<file path="config.mk">
export PLATFORM = sky130hd
export DESIGN_NAME = qda_div
export DESIGN_NICKNAME = d
export VERILOG_FILES = /design/src/sv/queue_delay_averager_assert.svh /design/src/sv/qda_pkg.sv /design/src/sv/qda_div.sv
export SDC_FILE = /design/constraint.sdc
export NUM_CORES = 1
export LEC_CHECK = 0
export BUFFER_PORTS_ARGS = -buffer_cell sky130_fd_sc_hd__buf_2
export CORE_UTILIZATION = 30
export CTS_BUF_LIST = sky130_fd_sc_hd__clkbuf_8
export DETAILED_ROUTE_END_ITERATION = 10
export GPL_TIMING_DRIVEN = 0
export HOLD_SLACK_MARGIN = 0.05
export RECOVER_POWER = 50
export SYNTH_ARGS = -nofsm -noshare
export SYNTH_HDL_FRONTEND = slang
export SYNTH_SLANG_ARGS = --single-unit
</file>
<file path="constraint.sdc">
create_clock -name clk_i -period 3.15 [get_ports clk_i]
set_clock_uncertainty 0.15 [all_clocks]
set_input_delay 0.315 -clock clk_i [delete_from_list [all_inputs] [get_ports clk_i]]
set_output_delay 0.315 -clock clk_i [all_outputs]
set_load 0.005 [all_outputs]
</file>
<file path="src/sv/queue_delay_averager_assert.svh">
// assertion macros for the queueing delay averager
`ifndef QUEUE_DELAY_AVERAGER_ASSERT_SVH
`define QUEUE_DELAY_AVERAGER_ASSERT_SVH

`ifndef SYNTHESIS

// same-cycle implication, checked out of reset
`define QDA_ASSERT_IMP(label, ante, cons, msg) \
  label: assert property (@(posedge clk_i) disable iff (!rst_ni) (ante) |-> (cons)) \
    else $error(msg);

// next-cycle implication, checked out of reset
`define QDA_ASSERT_NXT(label, ante, cons, msg) \
  label: assert property (@(posedge clk_i) disable iff (!rst_ni) (ante) |=> (cons)) \
    else $error(msg);

`else

`define QDA_ASSERT_IMP(label, ante, cons, msg)
`define QDA_ASSERT_NXT(label, ante, cons, msg)

`endif

`endif

</file>
<file path="src/sv/qda_pkg.sv">
// shared types and constants for the queueing delay averager
`timescale 1ns / 1ps

package qda_pkg;

  // fixed field widths
  localparam int unsigned TIME_W   = 48;
  localparam int unsigned SUM_W    = 56;
  localparam int unsigned CNT_W    = 24;
  localparam int unsigned AVG_W    = 32;
  localparam int unsigned PERIOD_W = 16;

  localparam logic [PERIOD_W-1:0] PERIOD_RESET = 16'd100;

  // event codes
  typedef logic [1:0] cmd_t;
  localparam cmd_t CMD_ENQ  = 2'd0;
  localparam cmd_t CMD_DEQ  = 2'd1;
  localparam cmd_t CMD_TICK = 2'd2;

  // divider control from the sequencer
  typedef struct packed {
    logic start;
    logic ack;
  } div_ctrl_t;

  // divider status back to the sequencer
  typedef struct packed {
    logic busy;
    logic done;
  } div_stat_t;

endpackage

</file>
<file path="src/sv/qda_div.sv">
// iterative restoring divider, one quotient bit per cycle
`timescale 1ns / 1ps

module qda_div (
  input  logic                        clk_i,
  input  logic                        rst_ni,
  input  qda_pkg::div_ctrl_t          ctrl_i,
  input  logic [qda_pkg::SUM_W-1:0]   dividend_i,
  input  logic [qda_pkg::CNT_W-1:0]   divisor_i,
  output qda_pkg::div_stat_t          stat_o,
  output logic [qda_pkg::SUM_W-1:0]   quotient_o
);

  import qda_pkg::*;

  localparam int unsigned STEP_W = $clog2(SUM_W);

  typedef enum logic [1:0] {
    D_IDLE,
    D_RUN,
    D_DONE
  } dstate_e;

  dstate_e             state_q;
  logic [STEP_W-1:0]   step_q;
  logic [SUM_W-1:0]    dvd_q;
  logic [CNT_W-1:0]    dvs_q;
  logic [CNT_W-1:0]    rem_q;

  logic [CNT_W:0]      trial;
  logic [CNT_W:0]      diff;
  logic                qbit;
  logic [CNT_W-1:0]    rem_d;

  // one restoring step: shift in the next dividend bit and try a subtract
  always_comb begin
    trial = {rem_q, dvd_q[SUM_W-1]};
    diff  = trial - {1'b0, dvs_q};
    qbit  = (trial >= {1'b0, dvs_q});
    rem_d = qbit ? diff[CNT_W-1:0] : trial[CNT_W-1:0];
  end

  // sequencer and datapath registers
  always_ff @(posedge clk_i or negedge rst_ni) begin
    if (!rst_ni) begin
      state_q <= D_IDLE;
      step_q  <= '0;
      dvd_q   <= '0;
      dvs_q   <= '0;
      rem_q   <= '0;
    end else begin
      case (state_q)
        D_IDLE: begin
          if (ctrl_i.start) begin
            dvd_q   <= dividend_i;
            dvs_q   <= divisor_i;
            rem_q   <= '0;
            step_q  <= '0;
            state_q <= D_RUN;
          end
        end
        D_RUN: begin
          rem_q  <= rem_d;
          dvd_q  <= {dvd_q[SUM_W-2:0], qbit};
          step_q <= step_q + 1'b1;
          if (step_q == STEP_W'(SUM_W - 1)) begin
            state_q <= D_DONE;
          end
        end
        D_DONE: begin
          if (ctrl_i.ack) begin
            state_q <= D_IDLE;
          end
        end
        default: begin
          state_q <= D_IDLE;
        end
      endcase
    end
  end

  assign stat_o.busy = (state_q == D_RUN);
  assign stat_o.done = (state_q == D_DONE);
  assign quotient_o  = dvd_q;

endmodule

</file>
==> results.md <==
* Status: complete, no violations
* I/O pin count at 142
* Share of the synthesized area in the top cell type at 0.468
* Clock Tree Root: clkbuf_8
* Die Wd at between 100 and 150 um
* Total CTS buffers at 9
* HP Class: input pin to flop
* Yosys top cell by area: dfrtp_1
* Post-synthesis net count at 773
* Max clock buf depth at 2
* Initial Util at 0.306
* FF-to-FF path depth at 11
* Slew Viols, Final at 0
* Gr ovfl total at 0
* Largest family of logic cells by synthesized area: compound AO/OA/AOI/OAI gates
* Via count at 5860
* Crit path capture type: flop
* CP Max Fanout at 10
* Final ANT Viol Nets at 0
* H-tree levels at 3
* Rel. slew slack at 0.187
* Post-Synth Adder-Cell Area at 0.0556
* Initial antenna violation count at 0
* Clock sinks at 112
* Yosys Warn Count at 0
* Critical Path AT at around 3.2 ns
* Max VDD drop at ~0.29 mV
* Worst-Skew Late Latency at 0.41 ns
* Avg WL per Cell at 16.2 um
* Simple-gate area share of the yosys netlist at 0.138
* CTS clk-pin slew, worst paths at between 0.1 and 0.15 ns
* CTS tree: done
* Slowest cell on the critical path: dfrtp_1
* Die area at around 0.02 mm^2
* Max-capacitance violation count at 0
* Hold Fails Final Rpt at 0
* Final Cell Area at between 0.007 and 0.008 mm^2
* Post-Synth XOR/XNOR Area at 0.0293
* Drt total wl at 18700 um
* GR Layer Usage met2 at 0.310
* Busiest grt layer: met2
* Netlist Area Pre-Place at 0.00598 mm^2
* Fmax at between 300 and 400 MHz
* Worst path required time at 3.27 ns
* Syn avg cell area at between 9 and 10 um^2
* GP Congestion at 0.852
* Ys flop type: dfrtp_1
* Final worst slack at approximately 0.11 ns
* Core Area at 0.0195 mm^2
* Tot Pwr at 5.95 mW
* Largest net degree at the start of global routing at 65
* Setup CP Type: flop to flop
* # diodes at 0
* GR Layer Usage met1 at 0.248
* RSZ-0062 raised after global routing: no
* Finished Core Util at 0.407
* Cell variety after synth at 44
* Leak at 3.44 nW
* Routed vias/inst at 5.09
* Cell Chain, Critical Path: ha_4 > o211a_1 > o31ai_4 > a211oi_4 > a221oi_4 > o31a_1 > or2_1 > buf_6 > clkbuf_4 > a32oi_1 > o31ai_1
* Power Density at 748 mW/mm^2
* #FFs+latches synth at 112
* Post-DP HPWL at 13200 um
* Final setup fails at 0
* Vias in the first global route at 5764
* Post-route DRC at 0
* Sequential-to-total area share from yosys stat at 0.468
* Dpl cell area at 0.00705 mm^2
* Setup WS pre-CTS at -0.0865 ns
* Most area-consuming cells after synthesis: dfrtp_1 47%, o21ai_0 8.7%, nand2_1 7.4%
* Layout cells sized above 1 at 0.180
* Synth Area in Compound Gates at 0.260
* Crit share post-route at 0.965
* Initial DRC count at 234
* First-pass GRT wire length at 30200 um
* Met3 usage at 0.0506
* Worst-Margin Slew at approximately 1.2 ns
* Area Growth Syn to Fin at 32.8%
* DRT Pass-1 Iters at 5
* GR Util All Layers at 0.190
* PortBufs at 141
* Post-synth EDFFs at 0
* Crit-path max cell delay at 0.45 ns
* Row count at 51
* Post-synthesis async set-or-reset flop share at 1.00
* Die Ht at 143 um
* Hold path depth at 3
* Syn Inst Count at 663
* Final Critical Period at 3.04 ns
* Final #Nets at 992
* CP startpoint kind: flop
* Post-synthesis mux area share at 0
==> Yosys cell counts, types with 4 or more instances <==
master and number:
nand4_1 8, nor2b_1 10, clkbuf_1 41, nand2_1 118, and3_1 4, a32oi_1 11, dfrtp_1 112, a22oi_1 55
a21oi_1 21, nand2b_1 5, o21ai_0 104, nand3_1 26, a21o_1 7, o21bai_1 4, o31ai_1 4, xnor2_1 10
a31oi_1 4, ha_1 25, nor2_1 10, inv_1 29, xor2_1 10, o211ai_1 4, o311ai_0 6
==> report_power, final <==
group	internal (mW)	total (mW)	switching (mW)	leakage, nW
registers	1.92	2.33	0.408	1.33
clock network	0.306	0.883	0.577	0.0959
logic	1.30	2.74	1.44	2.01
total	3.52	5.95	2.42	3.44
==> placed cells by master, fill, tap and decap left out, types with 2 or more instances in the layout <==
cell type	Yosys	layout
xnor2_1	10	10
nand3_1	26	26
a21o_1	7	7
nor2_1	10	9
o31ai_1	4	3
o211ai_1	4	4
clkbuf_8	0	9
ha_4	0	3
o21ai_0	104	104
a21oi_1	21	21
a22o_1	2	2
nand4_1	8	8
clkbuf_4	0	3
a22oi_1	55	55
nand2b_1	5	5
nand2_1	118	118
dlygate4sd3_1	0	64
inv_1	29	30
buf_4	0	3
o211a_1	2	2
o311ai_1	3	3
a41oi_1	3	3
xor2_1	10	10
buf_2	3	121
a211oi_1	3	2
inv_6	0	3
dfrtp_1	112	111
a31oi_1	4	3
ha_1	25	21
clkbuf_1	41	59
o21bai_1	4	4
o21a_1	2	2
and2_1	2	2
and3_1	4	4
nor3_1	3	2
o311ai_0	6	6
nor2b_1	10	9
inv_8	0	2
a32oi_1	11	11
==> cells by family (layout without fill, tap and decap cells) <==
family | after synthesis | count (layout)
xor gates and xnor gates | 20 | 20
AOI/OAI and AO/OA | 242 | 242
DFF | 112 | 112
and+or+nand+nor | 189 | 189
buffers and inverters | 74 | 298
adders and majority gates | 26 | 26
==> worst paths after layout <==
| kind | startpoint | endpoint | slack, ns |
|---|---|---|---|
| hold / removal | dividend_i[37] | quotient_o[37]$_DFFE_PN0P_ | 0.07 |
| min in group asynchronous | rst_ni | rem_q[12]$_DFFE_PN0P_ | 0.54 |
| setup / recovery | rem_q[2]$_DFFE_PN0P_ | rem_q[18]$_DFFE_PN0P_ | 0.11 |
| max in group asynchronous | rst_ni | quotient_o[3]$_DFFE_PN0P_ | 0.68 |
| hold reg to reg | step_q[5]$_DFFE_PN0P_ | step_q[5]$_DFFE_PN0P_ | 0.35 |
| setup reg to reg | rem_q[2]$_DFFE_PN0P_ | rem_q[18]$_DFFE_PN0P_ | 0.11 |
==> sequential cells by signal, summed over array words and instances (netlist names) <==
signal	flops
state_q	2
dvs_q	24
step_q	6
quotient_o	56
rem_q	24
==> stage by stage <==
step	std cells	hold slack, ns	TNS (ns)
3_5_place_dp	1070	0.147	-0.969
4_1_cts	1150	0.0508	0
6_report	1152	0.0658	0
3_3_place_gp	1069	0.326	-0.449
5_1_grt	1152	0.0590	0
2_1_floorplan	663	-0.131	0
==> layer usage <==
layer / vias to the layer above / routed length, um
li1: 2822 / -
met1: 2848 / 8480
met2: 177 / 8830
met3: 13 / 1150
met4: 0 / 208
met5: - / 0
==> final cells by class <==
class / count / area (um^2)
Buffer: 44 / 181
Clock inverter: 7 / 60.1
Clock buffer: 9 / 124
Timing Repair Buffer: 209 / 1350
Fill cell: 2008 / 11600
Tap cell: 265 / 332
Inverter: 29 / 109
Sequential cell: 112 / 2800
Multi-Input combinational cell: 477 / 2990
==> worst max-delay path: cells and delay by family, from the launching register on <==
family	cells	cell delay, ns
buffers and inverters	2	0.36
adders and majority gates	1	0.32
and+or+nand+nor	1	0.24
AOI/OAI and AO/OA	7	1.38
DFF	1	0.45
==> what timing repair did <==
item	4_1_cts	5_1_grt
resized for setup	3	14
pin swaps	0	3
hold buffers	64	0
endpoints found under the hold margin	111	0
setup endpoints to repair	24	24
setup buffers	0	3
No activity file was read; power rests on OpenSTA's default activity.
